$ cat config.mk
export PLATFORM = sky130hd
export DESIGN_NAME = lcd_mode_timing_fsm_flat
export DESIGN_NICKNAME = d
export VERILOG_FILES = /design/src/rtl/core/lmt_pkg.sv /design/src/rtl/core/lmt_if.sv /design/src/rtl/core/lcd_mode_timing_fsm.sv /design/src/rtl/core/lmt_cfg_regs.sv /design/src/rtl/core/lmt_step.sv /design/src/flat_wrapper.sv
export SDC_FILE = /design/constraint.sdc
export NUM_CORES = 1
export LEC_CHECK = 0
export ABC_AREA = 0
export CAP_MARGIN = 10
export CORE_ASPECT_RATIO = 1.2
export CORE_MARGIN = 2
export CORE_UTILIZATION = 60
export CTS_CLUSTER_SIZE = 24
export DETAILED_ROUTE_END_ITERATION = 6
export DONT_BUFFER_PORTS = 1
export GPL_TIMING_DRIVEN = 0
export PLACE_DENSITY = 0.76
export SLEW_MARGIN = 10
export SYNTH_ARGS = -nofsm -noshare
export SYNTH_HDL_FRONTEND = slang
export SYNTH_HIERARCHICAL = 1
export SYNTH_SLANG_ARGS = --single-unit
$ cat constraint.sdc
create_clock -name clk -period 15.96 [get_ports clk]
set_clock_uncertainty 0.1 [all_clocks]
set_input_delay 1.596 -clock clk [delete_from_list [all_inputs] [get_ports clk]]
set_output_delay 1.596 -clock clk [all_outputs]
set_load 0.01 [all_outputs]
$ cat src/rtl/core/lmt_pkg.sv
// ============================================================================
// lmt_pkg - shared types and constants for the LCD mode timing block
// Word formats, configuration indexes and reset values, mode codes and the
// saturating accumulator add used by the step logic.
// ============================================================================
package lmt_pkg;

    // Display modes, encoded as on the status register
    typedef enum logic [1:0] {
        MODE_HBLANK   = 2'd0,
        MODE_VBLANK   = 2'd1,
        MODE_SEARCH   = 2'd2,
        MODE_TRANSFER = 2'd3
    } mode_t;

    // Mode mask applied when the display is switched off
    localparam logic [7:0] MODE_OFF_MASK = 8'hFC;

    // Configuration port geometry
    localparam int CFG_IDX_W  = 3;
    localparam int CFG_DATA_W = 16;

    // Configuration register indexes
    localparam logic [CFG_IDX_W-1:0] CFG_HBLANK_CYCLES    = 3'd0;
    localparam logic [CFG_IDX_W-1:0] CFG_SEARCH_CYCLES    = 3'd1;
    localparam logic [CFG_IDX_W-1:0] CFG_TRANSFER_CYCLES  = 3'd2;
    localparam logic [CFG_IDX_W-1:0] CFG_LINE_PERIOD      = 3'd3;
    localparam logic [CFG_IDX_W-1:0] CFG_VBLANK_PERIOD    = 3'd4;
    localparam logic [CFG_IDX_W-1:0] CFG_FIRST_BLANK_LINE = 3'd5;
    localparam logic [CFG_IDX_W-1:0] CFG_LAST_LINE        = 3'd6;

    // Configuration reset values
    localparam logic [9:0]  RST_HBLANK_CYCLES    = 10'd204;
    localparam logic [9:0]  RST_SEARCH_CYCLES    = 10'd80;
    localparam logic [9:0]  RST_TRANSFER_CYCLES  = 10'd172;
    localparam logic [11:0] RST_LINE_PERIOD      = 12'd456;
    localparam logic [15:0] RST_VBLANK_PERIOD    = 16'd4560;
    localparam logic [7:0]  RST_FIRST_BLANK_LINE = 8'd144;
    localparam logic [7:0]  RST_LAST_LINE        = 8'd153;

    // Input word
    typedef struct packed {
        logic [7:0] cycles;
        logic       lcd_on;
        logic [7:0] line_compare;
        logic       hblank_irq_en;
        logic       vblank_irq_en;
        logic       search_irq_en;
        logic       match_irq_en;
    } in_item_t;

    // Result word
    typedef struct packed {
        logic [7:0] line;
        logic [1:0] lcd_mode;
        logic       coincident;
        logic       vblank_request;
        logic       status_request;
        logic       draw_line;
    } out_item_t;

    // Timing configuration
    typedef struct packed {
        logic [9:0]  hblank_cycles;
        logic [9:0]  search_cycles;
        logic [9:0]  transfer_cycles;
        logic [11:0] line_period;
        logic [15:0] vblank_period;
        logic [7:0]  first_blank_line;
        logic [7:0]  last_line;
    } cfg_t;

    // Timing state carried from word to word
    typedef struct packed {
        mode_t       mode;
        logic [15:0] cycle_acc;
        logic [15:0] blank_line_acc;
        logic [7:0]  line;
        logic        match_flag;
    } state_t;

    // 16-bit accumulate, clamped at all ones
    function automatic logic [15:0] sat_add16(input logic [15:0] a, input logic [7:0] b);
        logic [16:0] sum;
        sum = {1'b0, a} + {9'd0, b};
        return sum[16] ? 16'hFFFF : sum[15:0];
    endfunction

endpackage

$ cat src/rtl/core/lmt_if.sv
// ============================================================================
// lmt_in_if / lmt_out_if - valid/ready channels of the LCD mode timing block
// One interface per direction, each with a source and a sink modport.
// ============================================================================
interface lmt_in_if;
    logic               valid;
    logic               ready;
    lmt_pkg::in_item_t  payload;

    modport source (output valid, output payload, input ready);
    modport sink   (input valid, input payload, output ready);
endinterface

interface lmt_out_if;
    logic               valid;
    logic               ready;
    lmt_pkg::out_item_t payload;

    modport source (output valid, output payload, input ready);
    modport sink   (input valid, input payload, output ready);
endinterface

$ cat src/rtl/core/lcd_mode_timing_fsm.sv
// ============================================================================
// lcd_mode_timing_fsm - display mode timing machine
// Tracks search / transfer / hblank / vblank timing per CPU tick batch and
// returns line, mode, coincidence, interrupt requests and a draw strobe.
// ============================================================================
//
//  channel   dir  handshake           word
//  --------  ---  ------------------  ----------------------------------------
//  in_ch     in   valid/ready         cycles, lcd_on, line_compare, irq enables
//  out_ch    out  valid/ready         line, lcd_mode, coincident, requests, draw
//  cfg       in   cfg_we, no stall    cfg_index (0..6), cfg_data (16 bit)
//
//  One word per clock sustained while out_ch takes results. Path: input
//  register, then the step logic into the result register, which also commits
//  the timing state. A stalled result holds the input register; ready drops
//  only when both registers are full and out_ch is not taken. Asynchronous
//  active-low reset empties both registers and loads the timing state and
//  configuration with their reset values.
//
module lcd_mode_timing_fsm (
    input  logic                            clk,
    input  logic                            rst_n,
    lmt_in_if.sink                          in_ch,
    lmt_out_if.source                       out_ch,
    input  logic                            cfg_we,
    input  logic [lmt_pkg::CFG_IDX_W-1:0]   cfg_index,
    input  logic [lmt_pkg::CFG_DATA_W-1:0]  cfg_data
);
    import lmt_pkg::*;

    cfg_t      cfg;
    logic      s1_valid_reg;
    in_item_t  s1_item_reg;
    logic      out_valid_reg;
    out_item_t out_item_reg;
    state_t    state_reg;
    state_t    state_next;
    out_item_t res_next;
    logic      advance;
    logic      in_take;

    // Configuration registers
    lmt_cfg_regs u_cfg (
        .clk       (clk),
        .rst_n     (rst_n),
        .cfg_we    (cfg_we),
        .cfg_index (cfg_index),
        .cfg_data  (cfg_data),
        .cfg       (cfg)
    );

    // Step logic between the input register and the result register
    lmt_step u_step (
        .st      (state_reg),
        .item    (s1_item_reg),
        .cfg     (cfg),
        .st_next (state_next),
        .res     (res_next)
    );

    // Handshake
    assign advance     = s1_valid_reg && (!out_valid_reg || out_ch.ready);
    assign in_ch.ready = !s1_valid_reg || !out_valid_reg || out_ch.ready;
    assign in_take     = in_ch.valid && in_ch.ready;

    // Control and timing state
    always_ff @(posedge clk or negedge rst_n)
    begin
        if (!rst_n)
        begin
            s1_valid_reg             <= 1'b0;
            out_valid_reg            <= 1'b0;
            state_reg.mode           <= MODE_SEARCH;
            state_reg.cycle_acc      <= 16'd0;
            state_reg.blank_line_acc <= 16'd0;
            state_reg.line           <= 8'd0;
            state_reg.match_flag     <= 1'b0;
        end
        else
        begin
            if (in_take)
                s1_valid_reg <= 1'b1;
            else if (advance)
                s1_valid_reg <= 1'b0;

            if (advance)
                out_valid_reg <= 1'b1;
            else if (out_ch.ready)
                out_valid_reg <= 1'b0;

            if (advance)
                state_reg <= state_next;
        end
    end

    // Payload registers
    always_ff @(posedge clk)
    begin
        if (in_take)
            s1_item_reg <= in_ch.payload;
        if (advance)
            out_item_reg <= res_next;
    end

    assign out_ch.valid   = out_valid_reg;
    assign out_ch.payload = out_item_reg;

endmodule

$ cat src/rtl/core/lmt_cfg_regs.sv
// ============================================================================
// lmt_cfg_regs - timing configuration registers
// Write-only register file; each write is masked to the register width.
// ============================================================================
module lmt_cfg_regs (
    input  logic                            clk,
    input  logic                            rst_n,
    input  logic                            cfg_we,
    input  logic [lmt_pkg::CFG_IDX_W-1:0]   cfg_index,
    input  logic [lmt_pkg::CFG_DATA_W-1:0]  cfg_data,
    output lmt_pkg::cfg_t                   cfg
);
    import lmt_pkg::*;

    cfg_t cfg_reg;

    // Register writes; unknown indexes are dropped
    always_ff @(posedge clk or negedge rst_n)
    begin
        if (!rst_n)
        begin
            cfg_reg.hblank_cycles    <= RST_HBLANK_CYCLES;
            cfg_reg.search_cycles    <= RST_SEARCH_CYCLES;
            cfg_reg.transfer_cycles  <= RST_TRANSFER_CYCLES;
            cfg_reg.line_period      <= RST_LINE_PERIOD;
            cfg_reg.vblank_period    <= RST_VBLANK_PERIOD;
            cfg_reg.first_blank_line <= RST_FIRST_BLANK_LINE;
            cfg_reg.last_line        <= RST_LAST_LINE;
        end
        else if (cfg_we)
        begin
            case (cfg_index)
                CFG_HBLANK_CYCLES:    cfg_reg.hblank_cycles    <= cfg_data[9:0];
                CFG_SEARCH_CYCLES:    cfg_reg.search_cycles    <= cfg_data[9:0];
                CFG_TRANSFER_CYCLES:  cfg_reg.transfer_cycles  <= cfg_data[9:0];
                CFG_LINE_PERIOD:      cfg_reg.line_period      <= cfg_data[11:0];
                CFG_VBLANK_PERIOD:    cfg_reg.vblank_period    <= cfg_data[15:0];
                CFG_FIRST_BLANK_LINE: cfg_reg.first_blank_line <= cfg_data[7:0];
                CFG_LAST_LINE:        cfg_reg.last_line        <= cfg_data[7:0];
                default:              ;
            endcase
        end
    end

    assign cfg = cfg_reg;

endmodule

$ cat src/rtl/core/lmt_step.sv
// ============================================================================
// lmt_step - one timing step of the display mode machine
// Combinational: accumulate the elapsed cycles, make at most one mode
// transition, and form the result word.
// ============================================================================
module lmt_step (
    input  lmt_pkg::state_t    st,
    input  lmt_pkg::in_item_t  item,
    input  lmt_pkg::cfg_t      cfg,
    output lmt_pkg::state_t    st_next,
    output lmt_pkg::out_item_t res
);
    import lmt_pkg::*;

    logic [15:0] acc_sum;
    logic [15:0] bl_sum;
    logic [7:0]  line_inc;
    logic [7:0]  vb_line;
    logic        vreq;
    logic        sreq;
    logic        draw;

    // Next state and interrupt requests
    always_comb
    begin
        acc_sum  = sat_add16(st.cycle_acc, item.cycles);
        bl_sum   = sat_add16(st.blank_line_acc, item.cycles);
        line_inc = st.line + 8'd1;
        vb_line  = (st.line < cfg.last_line) ? line_inc : st.line;
        st_next  = st;
        vreq     = 1'b0;
        sreq     = 1'b0;
        draw     = 1'b0;

        if (!item.lcd_on)
        begin
            // display off: counters and line cleared, match flag kept
            st_next.cycle_acc      = 16'd0;
            st_next.blank_line_acc = 16'd0;
            st_next.line           = 8'd0;
            st_next.mode           = mode_t'(st.mode & MODE_OFF_MASK[1:0]);
        end
        else
        begin
            st_next.cycle_acc = acc_sum;
            case (st.mode)
                MODE_HBLANK:
                begin
                    if (acc_sum >= {6'd0, cfg.hblank_cycles})
                    begin
                        st_next.cycle_acc  = acc_sum - {6'd0, cfg.hblank_cycles};
                        st_next.line       = line_inc;
                        st_next.match_flag = (line_inc == item.line_compare);
                        if ((line_inc == item.line_compare) && item.match_irq_en)
                            sreq = 1'b1;
                        if (line_inc == cfg.first_blank_line)
                        begin
                            st_next.mode = MODE_VBLANK;
                            vreq         = 1'b1;
                            if (item.vblank_irq_en)
                                sreq = 1'b1;
                        end
                        else
                        begin
                            st_next.mode = MODE_SEARCH;
                            if (item.search_irq_en)
                                sreq = 1'b1;
                        end
                    end
                end
                MODE_VBLANK:
                begin
                    st_next.blank_line_acc = bl_sum;
                    // per-line step, evaluated before the end of blank
                    if (bl_sum >= {4'd0, cfg.line_period})
                    begin
                        st_next.blank_line_acc = 16'd0;
                        st_next.line           = vb_line;
                        st_next.match_flag     = (vb_line == item.line_compare);
                        if ((vb_line == item.line_compare) && item.match_irq_en)
                            sreq = 1'b1;
                    end
                    // end of vertical blank: back to line zero
                    if (acc_sum >= cfg.vblank_period)
                    begin
                        st_next.blank_line_acc = 16'd0;
                        st_next.cycle_acc      = 16'd0;
                        st_next.line           = 8'd0;
                        st_next.match_flag     = (item.line_compare == 8'd0);
                        if ((item.line_compare == 8'd0) && item.match_irq_en)
                            sreq = 1'b1;
                        st_next.mode = MODE_SEARCH;
                        if (item.search_irq_en)
                            sreq = 1'b1;
                    end
                end
                MODE_SEARCH:
                begin
                    if (acc_sum >= {6'd0, cfg.search_cycles})
                    begin
                        st_next.cycle_acc = acc_sum - {6'd0, cfg.search_cycles};
                        st_next.mode      = MODE_TRANSFER;
                    end
                end
                MODE_TRANSFER:
                begin
                    if (acc_sum >= {6'd0, cfg.transfer_cycles})
                    begin
                        st_next.cycle_acc = acc_sum - {6'd0, cfg.transfer_cycles};
                        st_next.mode      = MODE_HBLANK;
                        draw              = 1'b1;
                        if (item.hblank_irq_en)
                            sreq = 1'b1;
                    end
                end
                default:
                begin
                    st_next = st;
                end
            endcase
        end
    end

    // Result word
    always_comb
    begin
        res.line           = st_next.line;
        res.lcd_mode       = st_next.mode;
        res.coincident     = st_next.match_flag;
        res.vblank_request = vreq;
        res.status_request = sreq;
        res.draw_line      = draw;
    end

endmodule

$ cat src/flat_wrapper.sv
// flat-port wrapper written by rule: the top's interface ports become plain ports
module lcd_mode_timing_fsm_flat import lmt_pkg::*;
  (clk, rst_n, cfg_we, cfg_index, cfg_data, in_ch_valid, in_ch_payload, in_ch_ready, out_ch_valid, out_ch_payload, out_ch_ready);
  lmt_in_if in_ch_i ();
  lmt_out_if out_ch_i ();
  input  logic clk;
  input  logic rst_n;
  input  logic cfg_we;
  input  logic [lmt_pkg::CFG_IDX_W-1:0] cfg_index;
  input  logic [lmt_pkg::CFG_DATA_W-1:0] cfg_data;
  input wire logic [$bits(in_ch_i.valid)-1:0] in_ch_valid;
  input wire logic [$bits(in_ch_i.payload)-1:0] in_ch_payload;
  output wire logic [$bits(in_ch_i.ready)-1:0] in_ch_ready;
  output wire logic [$bits(out_ch_i.valid)-1:0] out_ch_valid;
  output wire logic [$bits(out_ch_i.payload)-1:0] out_ch_payload;
  input wire logic [$bits(out_ch_i.ready)-1:0] out_ch_ready;
  assign in_ch_i.valid = in_ch_valid;
  assign in_ch_i.payload = in_ch_payload;
  assign in_ch_ready = in_ch_i.ready;
  assign out_ch_valid = out_ch_i.valid;
  assign out_ch_payload = out_ch_i.payload;
  assign out_ch_i.ready = out_ch_ready;
  lcd_mode_timing_fsm u_core (.clk(clk), .rst_n(rst_n), .in_ch(in_ch_i), .out_ch(out_ch_i), .cfg_we(cfg_we), .cfg_index(cfg_index), .cfg_data(cfg_data));
endmodule
# Yosys cells after proc, flatten, opt, wreduce, memory -nomap -nowiden
# Index checks and enable logic that the tools add are counted.
totals:
  ff_bits: 154
  in_bits: 45
  output_inout_bits: 16
  elab_cells: 111
op_classes:
  reduce_logical: 25
  order_cmp: 6
  add_sub_neg: 6
  n_mux: 34
  eq_ne: 13
op_table:
  columns: ["operator", "n"]
  rows:
  - ["case mux 18 bit (4 select lines)", 1]
  - ["two-way mux 18 bit", 3]
  - [">= comparator 16 x 10 -> 1 bit", 3]
  - ["two-way mux 16 bit", 3]
  - ["subtractor 16 x 10 -> 16 bit", 3]
  - ["two-way mux 43 bit", 1]
  - ["two-way mux 42 bit", 1]
  - ["adder 16 x 8 -> 17 bit", 2]
  - ["two-way mux 25 bit", 1]
  - ["== test 8 bit", 3]
  - ["two-way mux 1 bit", 19]
  - ["case mux 9 bit (2 select lines)", 1]
  - ["AND reduction 2 bit", 9]
  - [">= comparator 16 x 12 -> 1 bit", 1]
  - [">= comparator 16 bit", 1]
  - ["== test 3 bit, second input constant", 3]
  - ["two-way mux 9 bit", 1]
  - ["adder 8 x 1 -> 8 bit, second input constant", 1]
  - ["logical NOT 8 bit", 1]
  - ["less-than comparator 8 bit", 1]
  - ["two-way mux 8 bit", 1]
  - ["== test 3 x 2 -> 1 bit, second input constant", 2]
  - ["logical AND 1 bit", 5]
  - ["== test 2 bit, second input constant", 2]
  - ["11 further kinds", 15]

# Depth between registers and ports, before layout
depth:
  depth_word: 10
  depth_mapped: 22
  mapped_depth_nobuf: 21

# Cells and area by module
# The synthesis kept the hierarchy.
by_module_without_submodules:
  columns: ["module", "seq_area_each_um2", "area_per_inst_um2", "cells_per_inst", "n_inst"]
  rows:
  - ["lmt_step", 0.0, 5711.7, 852, 1]
  - ["lcd_mode_timing_fsm", 2178.3, 2909.0, 134, 1]
  - ["lmt_cfg_regs", 1883.1, 2869.0, 161, 1]

# Worst setup path before layout
# OpenSTA, ideal clock, no wires.
synth_path:
  path_type: "register -> register"
  startpoint: "reg u_core/s1_item_reg[13] in the netlist's numbering"
  endpoint: "reg u_core/state_reg[39] in the netlist's numbering"
  setup_ns: 0.125
  synth_period_minus_slack_ns: 5.050
  n_path_buf: 1
  path_stages_with_launch: 20
  setup_slack_ns: 10.910
  arrival_ns: 4.825
  t_required_ns: 15.735
  cell_sequence: "edfxtp_1 > ha_1 > fa_1 > a211oi_1 > o211a_1 > or3_1 > clkbuf_1 > nand2_1 > ha_1 > nor2b_1 > o21a_1 > o21ai_0 > a21oi_1 > a221o_1 > o311ai_4 > or2_2 > o221ai_2 > and3_1 > o31a_1 > mux2_4"
synth_rtl:
  columns: ["element", "line_no", "rtl"]
  rows:
  - ["start, declared", "lcd_mode_timing_fsm.sv:33", "in_item_t s1_item_reg;"]
  - ["start signal, assigned", "lcd_mode_timing_fsm.sv:100", "s1_item_reg <= in_ch.payload;"]
  - ["end signal, assigned", "lcd_mode_timing_fsm.sv:92", "state_reg <= state_next;"]
  - ["end, declared", "lcd_mode_timing_fsm.sv:36", "state_t state_reg;"]

==> flow_summary.yaml <==
drt:
  num_vias: 9072
  wirelength_um: 31490
  drcViolationCount: 0
  firstDrtPassIters: 5
  wl_per_cell_um: 21.95
  via_per_inst: 6.322
  ant_nets: 0
  drt_iter0_drc: 793
worst_setup_path:
  worstPathArrival_ns: 7.55
  worstPathMaxFanout: 10
  required_ns: 16.24
  crit_type: "register to register"
  start_kind: "register"
  end_kind: "register"
clock_tree:
  cts_tree: "built"
  h-tree-depth: 4
  post-cts-setup-buffer-count: 0
  clock-sinks: 154
  clk_latency_ns: 0.43
  cts_buffer_depth: 2
  cts_resized: 0
  cts_buffers: 17
  root_buffer: "clkbuf_16"
  clkTransAtPathRegs_ns: 0.07
  cts_hold_buffers: 0
job:
  cap_violations: 0
place:
  hpwl_um: 23560
  portBuffers: 0
  gp_congestion: 0.9380
  placed_area_um2: 11810
die:
  die_x_um: 130.3
  die-height_um: 155.6
  coreArea_um2: 18790
  start_util: 0.6116
  die_area_um2: 20280
  rows: 55
  io_pins: 61
layout:
  nFillCells: 1561
  largest_reg_flops: 74
  syn_to_final_growth_pct: 8.287
  n_antenna_cell: 0
  nets: 1298
  utilization: 0.6623
  fin_area_um2: 12440
  multi_input_area_um2: 6760
  regArea_um2: 4061
  drive_gt1_frac: 0.1959
synth:
  yosysUniqueCellTypes: 84
  yosysWarnings: 6
  netlist.area_leader.share: 0.2025
  synth.largest_area_cell: "dfrtp_1"
  syn-cell-area_um2: 11490
  synth-seq-cells: 154
  synth.avg_cell_area_um2: 10.02
  netlist_instances: 1147
  yosys-top-cells-area: "dfrtp_1 20%, edfxtp_1 9.1%, ha_1 8.9%"
  yosysMostFrequentCell: "dfrtp_1"
  synth-async-reset-ratio: 0.7727
  syn-num-nets: 1279
  synth_edf_count: 35
  ys_seq_area_frac: 0.3535
  synthTopCellsByCount: "93 x dfrtp_1, 90 x inv_1, 82 x ha_1"
  synth_ff_type: "dfrtp_1"
power:
  p_leak_nw: 5.555
  peakVddDrop_v: 0.0001339
  p_total_mw: 2.558
  powerDensity_nw_per_um2: 205.6
timing:
  hold_ws_ns: 0.4072
  setup_viol: 0
  maxSlewViolCount: 0
  max_freq_mhz: 137.6
  relSlewSlack: 0.2514
  worstMarginPinSlew_ns: 1.113
  finalCritPeriodShare: 0.4554
  fin_tns_setup_ns: 0
  grt_setup_unrepaired: "no"
  hold_viol: 0
  min_period_ns: 7.268
grt:
  gr-total-overflow: 0
  track_usage: 0.3195
  grt_pass1_vias: 8557
  grt_pass1_wl_um: 48650
  antenna_found_initial: 1
  grt_max_degree: 120
min_path:
  min-delay-path-class: "register to register"
outcome:
  status: "finished, final reports clean"
[per-layer routing]
layer,track usage,vias to the layer above,share of wire
met5,0,-,0
met4,0.1249,0,0.033
met3,0.05967,56,0.066
met2,0.4777,318,0.45
met1,0.4591,4443,0.45
li1,-,4255,-
[power breakdown]
part / switching [mW] / internal [mW] / total (mW)
combinational: 0.919 / 0.638 / 1.56
clock: 0.182 / 0.251 / 0.433
sequential: 0.0694 / 0.498 / 0.568
total: 1.17 / 1.39 / 2.56
[cell families (layout without fill, tap and decap cells)]
kind of cell	after synthesis	count (layout)	synth area share
DFF	154	154	0.3535
buffers and inverters	145	177	0.05826
adders and majority gates	87	87	0.09801
AOI/OAI and AO/OA	282	282	0.1660
xor gates and xnor gates	65	65	0.04955
muxes	127	127	0.1406
and+or+nand+nor	287	287	0.1342
[per-stage QoR]
stage | std cells | setup slack, ns
floorplan | 1147 | 10.91
global placement | 1403 | 8.654
detailed placement | 1403 | 8.932
CTS | 1435 | 8.880
global route | 1435 | 8.396
finish | 1435 | 8.692
[cell type report]
type | instances | share of cell area
clock buffers | 19 | 0.03731
plain buffers | 55 | 0.02665
inverters | 90 | 0.02715
well taps | 256 | 0.02574
clock inverters | 13 | 0.01337
flip-flops and latches | 154 | 0.3264
multi-input cells | 848 | 0.5433
[worst paths after layout]
path	from	to	slack [ns]	cells past startpoint
setup reg to reg	u_core/s1_item_reg[13]	u_core/state_reg[4]	8.69	19
max in group asynchronous	rst_n	u_core/u_cfg/cfg[70]	14.65	0
min in group asynchronous	rst_n	u_core/state_reg[36]	0.76	0
hold reg to reg	u_core/u_cfg/cfg[41]	u_core/u_cfg/cfg[41]	0.41	1
hold / removal	u_core/u_cfg/cfg[41]	u_core/u_cfg/cfg[41]	0.41	1
setup / recovery	u_core/s1_item_reg[13]	u_core/state_reg[4]	8.69	19
[critical path, cell delays in order, from the launching register on]
cell	delay [ns]
edfxtp_1	0.43
ha_1	0.25
fa_1	0.43
a211oi_1	0.34
o211a_1	0.32
or3_1	0.14
clkbuf_1	0.36
nand3_1	0.62
ha_1	0.55
nand4_1	0.13
a211oi_1	0.06
a2111oi_1	1.00
o21ai_0	0.53
nor2_1	0.66
nand2_1	0.20
o22ai_1	0.39
a21oi_1	0.08
nor3_1	0.34
buf_4	0.17
mux2_4	0.12
[cells in the final DEF, fill, tap and decap left out, drive strengths merged, types with 21 or more instances in the layout]
cell / netlist / final
nand3: 21 / 21
a21oi: 60 / 60
ha: 82 / 82
clkbuf: 24 / 43
mux2: 118 / 118
edfxtp: 35 / 35
dfstp: 26 / 26
a21o: 22 / 22
nor3: 22 / 22
nand2: 65 / 65
nor2: 66 / 66
o21ai: 66 / 66
buf: 31 / 31
dfrtp: 93 / 93
xnor2: 47 / 47
inv: 90 / 99
No activity file was read; power rests on OpenSTA's default activity.
